==> config.mk <==
export PLATFORM = sky130hd
export DESIGN_NAME = kmp_dp
export DESIGN_NICKNAME = d
export VERILOG_FILES = /design/src/rtl/kmp_pkg.sv /design/src/rtl/kmp_ram.sv /design/src/rtl/kmp_dp.sv
export VERILOG_INCLUDE_DIRS = /design/src /design/src/rtl
export SDC_FILE = /design/constraint.sdc
export NUM_CORES = 1
export LEC_CHECK = 0
export ABC_AREA = 1
export BUFFER_PORTS_ARGS = -buffer_cell sky130_fd_sc_hd__buf_2
export CORE_MARGIN = 2
export CORE_UTILIZATION = 30
export DETAILED_ROUTE_END_ITERATION = 10
export PLACE_DENSITY = 0.48
export RECOVER_POWER = 25
export SLEW_MARGIN = 20
export SYNTH_ARGS = -nofsm -noshare
export SYNTH_HDL_FRONTEND = slang
export SYNTH_SLANG_ARGS = --single-unit
export TNS_END_PERCENT = 30
==> constraint.sdc <==
create_clock -name clk -period 4.3 [get_ports clk]
set_input_delay 0.43 -clock clk [delete_from_list [all_inputs] [get_ports clk]]
set_output_delay 0.43 -clock clk [all_outputs]
set_load 0.005 [all_outputs]
==> src/rtl/kmp_stream_matcher_core_macros.svh <==
// Assertion helpers used by the matcher datapath.
`ifndef KMP_STREAM_MATCHER_CORE_MACROS_SVH
`define KMP_STREAM_MATCHER_CORE_MACROS_SVH

// Same-cycle implication, disabled while in reset.
`define KMP_ASSERT_IMPL(label, clk, rst_n, ante, cons, msg) \
    label: assert property (@(posedge clk) disable iff (!rst_n) (ante) |-> (cons)) \
        else $error(msg);

// Next-cycle implication, disabled while in reset.
`define KMP_ASSERT_NEXT(label, clk, rst_n, ante, cons, msg) \
    label: assert property (@(posedge clk) disable iff (!rst_n) (ante) |=> (cons)) \
        else $error(msg);

`endif

==> src/rtl/kmp_pkg.sv <==
package kmp_pkg;

    // Default pattern capacity
    localparam int KMP_MAX_PATTERN = 64;

    // Field widths
    localparam int KMP_CMD_W  = 2;
    localparam int KMP_BYTE_W = 8;
    localparam int KMP_POS_W  = 32;

    // Item command codes
    localparam logic [KMP_CMD_W-1:0] CMD_CLEAR = 2'd0;
    localparam logic [KMP_CMD_W-1:0] CMD_LOAD  = 2'd1;
    localparam logic [KMP_CMD_W-1:0] CMD_TEXT  = 2'd2;

    // Controller to datapath
    typedef struct packed {
        logic accept;   // item taken this cycle
        logic step;     // fall back one failure entry
        logic finish;   // walk ends, commit state and result
    } kmp_ctl_t;

    // Datapath to controller
    typedef struct packed {
        logic walk_start;  // incoming item needs a table walk
        logic walk_done;   // current walk position hits or reached zero
        logic res_free;    // result slot can take an item this cycle
    } kmp_sts_t;

endpackage

==> src/rtl/kmp_ram.sv <==
module kmp_ram #(
    parameter int WIDTH = 8,
    parameter int DEPTH = 64
) (
    input  logic                     clk,
    input  logic                     we,
    input  logic [$clog2(DEPTH)-1:0] waddr,
    input  logic [WIDTH-1:0]         wdata,
    input  logic [$clog2(DEPTH)-1:0] raddr,
    output logic [WIDTH-1:0]         rdata
);

    logic [WIDTH-1:0] mem [DEPTH];

    // One write port, one registered read port
    always_ff @(posedge clk)
    begin
        if (we)
        begin
            mem[waddr] <= wdata;
        end
        rdata <= mem[raddr];
    end

endmodule

==> src/rtl/kmp_dp.sv <==
`include "kmp_stream_matcher_core_macros.svh"

module kmp_dp import kmp_pkg::*; #(
    parameter int MAX_PATTERN = KMP_MAX_PATTERN
) (
    input  logic                  clk,
    input  logic                  rst_n,
    input  logic [KMP_CMD_W-1:0]  item_cmd,
    input  logic [KMP_BYTE_W-1:0] item_byte,
    input  kmp_ctl_t              ctl,
    output kmp_sts_t              sts,
    output logic                  out_valid,
    input  logic                  out_ready,
    output logic                  found,
    output logic [KMP_POS_W-1:0]  match_start,
    output logic                  status
);

    localparam int IW = $clog2(MAX_PATTERN);
    localparam int LW = $clog2(MAX_PATTERN + 1);
    localparam logic [LW-1:0] LEN_FULL = LW'(MAX_PATTERN);

    // Match state
    logic [LW-1:0]         len_reg, len_next;
    logic [IW-1:0]         bpl_reg, bpl_next;
    logic [IW-1:0]         tml_reg, tml_next;
    logic [KMP_POS_W-1:0]  pos_reg, pos_next;

    // Walk context
    logic                  is_text_reg;
    logic [KMP_BYTE_W-1:0] byte_reg;
    logic [IW-1:0]         k_reg;

    // Result skid and output stage
    logic                  res_valid_reg, res_valid_next;
    logic                  res_found_reg;
    logic [KMP_POS_W-1:0]  res_start_reg;
    logic                  res_status_reg;
    logic                  res_write;
    logic                  res_found_next;
    logic [KMP_POS_W-1:0]  res_start_next;
    logic                  res_status_next;
    logic                  out_valid_reg, out_valid_next;
    logic                  out_found_reg;
    logic [KMP_POS_W-1:0]  out_start_reg;
    logic                  out_status_reg;
    logic                  out_load;

    // Memory ports
    logic                  pat_we;
    logic [KMP_BYTE_W-1:0] pat_q;
    logic                  fail_we;
    logic [IW-1:0]         fail_waddr;
    logic [IW-1:0]         fail_wdata;
    logic [IW-1:0]         fail_raddr;
    logic [IW-1:0]         fail_q;
    logic [IW-1:0]         rd_k;

    // Decode and walk signals
    logic                  full;
    logic                  is_load;
    logic                  is_text;
    logic [IW-1:0]         start_k;
    logic                  hit;
    logic [LW-1:0]         k_final;
    logic                  text_hit;

    assign full    = (len_reg == LEN_FULL);
    assign is_load = (item_cmd == CMD_LOAD);
    assign is_text = (item_cmd == CMD_TEXT);
    assign start_k = is_text ? tml_reg : bpl_reg;

    assign hit      = (pat_q == byte_reg);
    assign k_final  = hit ? (LW'(k_reg) + LW'(1)) : '0;
    assign text_hit = (k_final == len_reg);

    // Read address: start of the walk, or the failure entry just read
    assign rd_k       = ctl.accept ? start_k : fail_q;
    assign fail_raddr = (rd_k == '0) ? '0 : (rd_k - IW'(1));

    // Pattern byte written as soon as the load is taken
    assign pat_we = ctl.accept && is_load && !full;

    // Failure entry: zero for the first byte, walk result otherwise
    always_comb
    begin
        fail_we    = 1'b0;
        fail_waddr = '0;
        fail_wdata = '0;
        if (ctl.finish && !is_text_reg)
        begin
            fail_we    = 1'b1;
            fail_waddr = len_reg[IW-1:0];
            fail_wdata = k_final[IW-1:0];
        end
        else if (ctl.accept && is_load && (len_reg == '0))
        begin
            fail_we = 1'b1;
        end
    end

    kmp_ram #(
        .WIDTH (KMP_BYTE_W),
        .DEPTH (MAX_PATTERN)
    ) u_pat_ram (
        .clk   (clk),
        .we    (pat_we),
        .waddr (len_reg[IW-1:0]),
        .wdata (item_byte),
        .raddr (rd_k),
        .rdata (pat_q)
    );

    kmp_ram #(
        .WIDTH (IW),
        .DEPTH (MAX_PATTERN)
    ) u_fail_ram (
        .clk   (clk),
        .we    (fail_we),
        .waddr (fail_waddr),
        .wdata (fail_wdata),
        .raddr (fail_raddr),
        .rdata (fail_q)
    );

    // Status to controller
    assign out_load     = res_valid_reg && (!out_valid_reg || out_ready);
    assign sts.res_free = !res_valid_reg || out_load;
    assign sts.walk_start = (is_load && !full && (len_reg != '0))
                         || (is_text && (len_reg != '0));
    assign sts.walk_done  = hit || (k_reg == '0);

    // State update and result
    always_comb
    begin
        len_next        = len_reg;
        bpl_next        = bpl_reg;
        tml_next        = tml_reg;
        pos_next        = pos_reg;
        res_write       = 1'b0;
        res_found_next  = 1'b0;
        res_start_next  = '0;
        res_status_next = 1'b0;

        if (ctl.accept && !sts.walk_start)
        begin
            // items that finish in the accept cycle
            res_write = 1'b1;
            unique case (item_cmd)
                CMD_CLEAR:
                begin
                    len_next = '0;
                    bpl_next = '0;
                    tml_next = '0;
                    pos_next = '0;
                end
                CMD_LOAD:
                begin
                    if (full)
                    begin
                        res_status_next = 1'b1;
                    end
                    else
                    begin
                        // first pattern byte
                        len_next = LW'(1);
                        bpl_next = '0;
                        tml_next = '0;
                        pos_next = '0;
                    end
                end
                CMD_TEXT:
                begin
                    pos_next = pos_reg + KMP_POS_W'(1);
                end
                default:
                begin
                end
            endcase
        end
        else if (ctl.finish)
        begin
            res_write = 1'b1;
            if (is_text_reg)
            begin
                pos_next = pos_reg + KMP_POS_W'(1);
                if (text_hit)
                begin
                    res_found_next = 1'b1;
                    res_start_next = pos_reg - KMP_POS_W'(len_reg) + KMP_POS_W'(1);
                    tml_next       = bpl_reg;
                end
                else
                begin
                    tml_next = k_final[IW-1:0];
                end
            end
            else
            begin
                bpl_next = k_final[IW-1:0];
                len_next = len_reg + LW'(1);
                tml_next = '0;
                pos_next = '0;
            end
        end
    end

    assign res_valid_next = res_write ? 1'b1 : (out_load ? 1'b0 : res_valid_reg);
    assign out_valid_next = out_load ? 1'b1 : (out_ready ? 1'b0 : out_valid_reg);

    // Control registers
    always_ff @(posedge clk or negedge rst_n)
    begin
        if (!rst_n)
        begin
            len_reg       <= '0;
            bpl_reg       <= '0;
            tml_reg       <= '0;
            pos_reg       <= '0;
            res_valid_reg <= 1'b0;
            out_valid_reg <= 1'b0;
        end
        else
        begin
            len_reg       <= len_next;
            bpl_reg       <= bpl_next;
            tml_reg       <= tml_next;
            pos_reg       <= pos_next;
            res_valid_reg <= res_valid_next;
            out_valid_reg <= out_valid_next;
        end
    end

    // Payload registers
    always_ff @(posedge clk)
    begin
        if (ctl.accept)
        begin
            is_text_reg <= is_text;
            byte_reg    <= item_byte;
            k_reg       <= start_k;
        end
        else if (ctl.step)
        begin
            k_reg <= fail_q;
        end
        if (res_write)
        begin
            res_found_reg  <= res_found_next;
            res_start_reg  <= res_start_next;
            res_status_reg <= res_status_next;
        end
        if (out_load)
        begin
            out_found_reg  <= res_found_reg;
            out_start_reg  <= res_start_reg;
            out_status_reg <= res_status_reg;
        end
    end

    assign out_valid   = out_valid_reg;
    assign found       = out_found_reg;
    assign match_start = out_start_reg;
    assign status      = out_status_reg;

    // Match progress always stays inside the loaded pattern
    `KMP_ASSERT_IMPL(a_tml_below_len, clk, rst_n,
        len_reg != '0, LW'(tml_reg) < len_reg,
        "text match length reached pattern length")
    `KMP_ASSERT_IMPL(a_bpl_below_len, clk, rst_n,
        len_reg != '0, LW'(bpl_reg) < len_reg,
        "prefix length reached pattern length")
    // Each fallback must move strictly down the table
    `KMP_ASSERT_IMPL(a_step_shrinks, clk, rst_n,
        ctl.step, fail_q < k_reg,
        "failure fallback did not shrink match length")
    // A finishing walk always finds the skid slot empty
    `KMP_ASSERT_IMPL(a_finish_slot_free, clk, rst_n,
        ctl.finish, !res_valid_reg,
        "walk finished into an occupied result slot")
    // A taken item leaves a pending result or a walk behind it
    `KMP_ASSERT_NEXT(a_accept_progress, clk, rst_n,
        ctl.accept, res_valid_reg || ctl.step || ctl.finish,
        "accepted item produced no progress")

endmodule

# == Word-level counts from Yosys, hierarchy flattened ==
# Memory sizes are Yosys's and may differ from the RTL's. A register that Yosys moved wholly into a read port is not among the register bits.
# Index checks and enable logic that the tools add are counted.
# word_totals
out_inout_bits,38
ff_bits,136
inputBits,16
word_cells,109
memories,2
mem_bits_rw,896
# memory_table
name,depth,word_bits,read_ports,rd_ports_with_merged_regs,write_ports,line,text
u_pat_ram.mem,64,8,1,1,1,kmp_ram.sv:13,logic [WIDTH-1:0] mem [DEPTH];
u_fail_ram.mem,64,6,1,1,1,kmp_ram.sv:13,
# classes
eq_ne,9
n_addsub,6
n_mux,41
n_bitwise,3
reduce_logical,33
# op_table
cell,n
two-way mux 32 bit,4
one-hot mux 32 bit (3 select lines),1
two-way mux 6 bit,15
"adder 32 x 1 -> 32 bit, second input constant",2
two-way mux 7 bit,5
subtractor 32 x 7 -> 32 bit,1
two-way mux 1 bit,14
one-hot mux 7 bit (2 select lines),1
logical NOT 6 bit,2
one-hot mux 6 bit (2 select lines),1
logical AND 1 bit,9
== test 8 bit,1
nonzero test 2 bit,4
"adder 6 x 1 -> 7 bit, second input constant",1
"adder 7 x 1 -> 7 bit, second input constant",1
== test 7 bit,1
"== test 7 bit, second input constant",1
logical NOT 7 bit,1
nonzero test 7 bit,1
AND reduction 3 bit,2
"subtractor 6 x 1 -> 6 bit, second input constant",1
logical NOT 1 bit,5
logical OR 1 bit,4
"inequality test 4 x 3 -> 1 bit, second input constant",1
11 further kinds,13

# == Logic depth before layout (Yosys ltp) ==
# logic_depth
word_depth,9
ltp_mapped,26
ltp_nobuf,20

# == Modules after synthesis ==
# From an unflattened synthesis, not the netlist that was laid out.
# unflattened
hier_cells,4329
area_unflattened_um2,46520.9
# by_module_without_submodules
mod,seq_area_each_um2,cells_each,n_inst,area_each_um2
kmp_ram (u_pat_ram),15534.9,1805,1,21339.2
kmp_ram (u_fail_ram),11651.2,1376,1,15930.3
kmp_dp,3818.7,1148,1,9251.4

# == Worst setup path after synthesis ==
# No wires, ideal clock.
# synth_timing
kind,input -> register
start,input ctl[0] (netlist name)
end,memory u_fail_ram.mem[0][5] (netlist name) (data pin)
cell_stages,5
required_time_ps,3800
setup_slack_ps,1027
t_arrival_ps,2774
setup_ps,500
n_path_buf,1
cell_sequence,inv_1 > nor2_1 > clkbuf_1 > inv_1 > nor2_1
# synth_between
elab_chain_cells,2
# synth_lines
element,line,text
"start, declared",kmp_dp.sv:10,"input kmp_ctl_t ctl,"
logical AND 1 bit,kmp_dp.sv:90,if (ctl.finish && !is_text_reg)
two-way mux 6 bit,kmp_dp.sv:90,
named net fail_wdata[5],kmp_dp.sv:54,logic [IW-1:0] fail_wdata;
"end, declared",kmp_ram.sv:13,
# The timed path passes the listed nets, and every way through them passes these cells.

# == Worst setup path in the final report ==
# layout_timing
start,register len_reg[0]
end,register res_start_reg[21] (data pin)
# layout_between
elab_chain_cells,8
word_cells_on_any_way,14
cone_classes,add/sub (2); eq/ne (2); bitwise (1); reduce/logical (9)
# layout_lines
element,line,text
"start, declared",kmp_dp.sv:24,"logic [LW-1:0] len_reg, len_next;"
"start signal, assigned",kmp_dp.sv:225,len_reg <= len_next;
branches (longest 8 deep; another with subtractor 32 x 7 -> 32 bit),n/a,
"end signal, assigned",kmp_dp.sv:250,res_start_reg <= res_start_next;
"end, declared",kmp_dp.sv:37,logic [KMP_POS_W-1:0] res_start_reg;
# Several ways; the timed one is not identified.
# A chain may end at the register's enable or synchronous reset.

==> results.yml <==
outcome:
  outcome: "complete, but fails checks"
  failed_checks: "max-capacitance violations, max-slew violations"
cts:
  ctsLongestPathBuffers: 3
  numClockSinks: 1046
  cts-buffers-inserted: 110
  clk_pin_slew_ns: 0.06
  postCtsSetupBuffers: 0
  clockRootBuffer: "sky130_fd_sc_hd__clkbuf_16"
  tritoncts: "done"
  hold_buffers: 3
  clock_insertion_delay_worst_skew_ns: 0.74
  post_cts_resize_count: 0
  htree_num_levels: 3
drt:
  drt_iter0_drc: 2778
  routed_wirelength_mm: 133
  drc: 0
  vias_per_cell: 4.76
  ant_nets: 0
  detail_route.first_pass.iterations: 6
  dr_total_vias: 31329
  wire_per_inst_um: 20.2
synthesis:
  postSynthNetCount: 4427
  postSynthAreaPerCell_um2: 10.7
  synth_seq_area_share_pct: 66.6
  syn-cell-area_um2: 46600
  ys_types: 57
  ys_warn_count: 0
  synth_cells: 4340
  synth_flop_cell: "sky130_fd_sc_hd__edfxtp_1"
  count_of_flip_flops_with_a_built_in_enable_after_synthesis: 979
  synth_seq_cells: 1046
  share_of_synthesized_registers_carrying_an_async_set_or_reset_pct: 5.07
floorplan:
  rows: 144
  core_um2: 154000
  die_area_um2: 158000
  die-width_um: 398
  initial_utilization_pct: 30.2
  die_y_um: 398
  io_pins: 54
worst_setup_path:
  largest_fanout_on_the_critical_path: 8
  startpoint_type: "flip-flop"
  critical_path.endpoint_type: "flip-flop"
  worstSetupPathType: "flip-flop to flip-flop"
  cp.arrival_ns: 4.19
  required_ns: 4.76
grt:
  grt_max_degree: 164
  grt_antenna_before_repair: 5
  grt_first_pass_wirelength_mm: 197
  grt_pass1_vias: 30366
  global_route.overflow_total: 0
  track_usage_pct: 16.6
layout:
  largest_register: "u_pat_ram.mem"
  n_fill_cell: 15476
  largest_register_ffs: 512
  area_delta_synth_final_pct: 14.9
  num-nets-final: 4522
  num_antenna_cells: 0
  post_route_cells_drive_above_1_share_pct: 9.56
  largest_registers: "u_pat_ram.mem x512, u_fail_ram.mem x384"
sta:
  setup_slack_ns: 0.574
  layout_worst_path_cycle_share_pct: 86.7
  fin_skew_ns: 0.0557
  setup_viol: 0
  tightest_slew_ns: 3.52
  report.final.slew_viol_count: 566
  timing.final.hold_violations: 0
  totalNegativeSetupSlack_ns: 0
  period_needed_ns: 3.73
  rsz0062_at_grt: "no"
  timing.fmax_mhz: 268
  timing.slew.headroom_pct: -135
place:
  detailed_place_hpwl_mm: 80.7
  worst_slack_placed_ns: 0.407
  gp_congestion: 0.857
  count_of_port_buffers_added_during_placement: 53
hold_path:
  hold_class: "input port to flip-flop"
power:
  ir_worst_vdd_uv: 398
  cellLeakagePower_nw: 20.5
  power_per_cell_area_nw_per_um2: 544
flow_run:
  maxCapViolations: 12
-- layout by cell type, fill, tap and decap left out, types with 67 or more instances in the layout --
master                      count
sky130_fd_sc_hd__edfxtp_1     979
sky130_fd_sc_hd__nand2_1      611
sky130_fd_sc_hd__nor2_1       580
sky130_fd_sc_hd__nand3_1      560
sky130_fd_sc_hd__inv_1        517
sky130_fd_sc_hd__o21ai_0      290
sky130_fd_sc_hd__buf_4        115
sky130_fd_sc_hd__clkbuf_16    111
sky130_fd_sc_hd__a21oi_1       90
sky130_fd_sc_hd__ha_1          70
sky130_fd_sc_hd__o22ai_1       67
-- worst max-delay path, stage by stage, from the launching register on --
cell,delay (ns)
sky130_fd_sc_hd__dfrtp_1,0.52
sky130_fd_sc_hd__clkinv_1,0.37
sky130_fd_sc_hd__ha_1,0.33
sky130_fd_sc_hd__ha_1,0.23
sky130_fd_sc_hd__fa_1,0.44
sky130_fd_sc_hd__nand2_1,0.09
sky130_fd_sc_hd__a31oi_1,0.11
sky130_fd_sc_hd__a21boi_0,0.46
sky130_fd_sc_hd__o21ai_0,0.31
sky130_fd_sc_hd__nand2_1,0.12
sky130_fd_sc_hd__nand2_1,0.11
sky130_fd_sc_hd__a21oi_1,0.18
sky130_fd_sc_hd__or2_2,0.13
sky130_fd_sc_hd__a21oi_1,0.07
-- Yosys cell counts (4+ instances only) --
library cell	n	share of area (%)
sky130_fd_sc_hd__edfxtp_1	979	63
sky130_fd_sc_hd__nand2_1	611	4.9
sky130_fd_sc_hd__nor2_1	587	4.7
sky130_fd_sc_hd__nand3_1	560	6.0
sky130_fd_sc_hd__inv_1	518	4.2
sky130_fd_sc_hd__o21ai_0	290	3.1
sky130_fd_sc_hd__clkbuf_1	97	0.78
sky130_fd_sc_hd__a21oi_1	91	0.98
sky130_fd_sc_hd__buf_2	80	0.86
sky130_fd_sc_hd__ha_1	70	1.9
sky130_fd_sc_hd__o22ai_1	67	0.90
sky130_fd_sc_hd__dfrtp_1	53	2.8
sky130_fd_sc_hd__nor3_1	46	0.49
sky130_fd_sc_hd__xor2_1	39	0.73
sky130_fd_sc_hd__or2_2	21	0.28
sky130_fd_sc_hd__o211ai_1	19	0.31
sky130_fd_sc_hd__nand4_1	18	0.24
sky130_fd_sc_hd__buf_1	17	0.14
sky130_fd_sc_hd__o21ai_1	16	0.17
sky130_fd_sc_hd__buf_4	14	0.23
sky130_fd_sc_hd__dfxtp_1	14	0.60
sky130_fd_sc_hd__o21a_1	10	0.16
sky130_fd_sc_hd__inv_2	9	0.073
sky130_fd_sc_hd__o221ai_1	8	0.15
sky130_fd_sc_hd__buf_6	7	0.17
sky130_fd_sc_hd__o311ai_1	7	0.13
sky130_fd_sc_hd__o32ai_1	7	0.13
sky130_fd_sc_hd__nor2_4	6	0.15
sky130_fd_sc_hd__inv_4	5	0.067
sky130_fd_sc_hd__nand2_2	5	0.067
sky130_fd_sc_hd__nand2_4	5	0.12
sky130_fd_sc_hd__nand3b_1	5	0.081
sky130_fd_sc_hd__o31ai_2	5	0.13
sky130_fd_sc_hd__clkinv_1	4	0.032
sky130_fd_sc_hd__nand3_2	4	0.086
sky130_fd_sc_hd__nor2_2	4	0.054
sky130_fd_sc_hd__o21bai_1	4	0.064
-- cell type report --
cell class	count	area (um^2)	share of cell area, %
Clock buffer	148	3060	5.71
Clock inverter	60	697	1.30
Inverter	536	2030	3.80
Multi-Input combinational cell	2543	12600	23.6
Sequential cell	1046	31000	57.9
Tap cell	2044	2560	4.78
Timing Repair Buffer	198	1540	2.87
-- stage by stage --
stage / instance area, um^2 / hold slack, ns / instances / utilization, % / power (mW)
5_1_grt: 53500 / 0.126 / 6575 / 34.7 / 30.5
6_report: 53500 / 0.156 / 6575 / 34.7 / 29.1
3_5_place_dp: 49700 / 0.249 / 6363 / 32.3 / 19.5
3_3_place_gp: 49700 / 0.246 / 6363 / 32.3 / 19.5
4_1_cts: 53500 / 0.108 / 6574 / 34.7 / 29.4
2_1_floorplan: 46600 / 0.134 / 4340 / - / 16.7
-- power breakdown --
group	internal (mW)	switching, mW
registers	11.5	0.220
logic	2.17	5.38
clock network	5.72	4.13
total	19.4	9.74
-- logic make-up after synthesis --
| kind of cell | synth area share, % |
|---|---|
| XOR/XNOR | 0.790 |
| AO/OA/AOI/OAI | 6.53 |
| AND/OR/NAND/NOR | 17.7 |
| buffers and inverters | 6.52 |
| flip-flops | 66.6 |
| adder cells (fa/ha/maj) | 1.92 |
-- routing by layer --
metal	track usage [%]	up-vias	share of wire [%]
met5	0	-	0.0098
met4	5.44	2	3.2
met3	2.71	197	5.0
met2	26.0	773	46
met1	23.3	15320	46
li1	-	15037	-
-- worst paths after layout --
| check | start | endpoint | slack, ns | cells after the start |
|---|---|---|---|---|
| min in group asynchronous | rst_n | pos_reg[23]$_DFFE_PN0P_ | 0.65 | 3 |
| hold reg to reg | res_start_reg[6]$_SDFFCE_PP0P_ | match_start[6]$_DFFE_PP_ | 0.41 | 0 |
| setup / recovery | len_reg[0]$_DFFE_PN0P_ | res_start_reg[21]$_SDFFCE_PP0P_ | 0.57 | 13 |
| hold / removal | ctl[0] | res_valid_reg$_DFFE_PN0P_ | 0.16 | 3 |
| max in group asynchronous | rst_n | pos_reg[26]$_DFFE_PN0P_ | 1.20 | 3 |
| setup reg to reg | len_reg[0]$_DFFE_PN0P_ | res_start_reg[21]$_SDFFCE_PP0P_ | 0.57 | 13 |
Power figures use the tool's default switching activity.
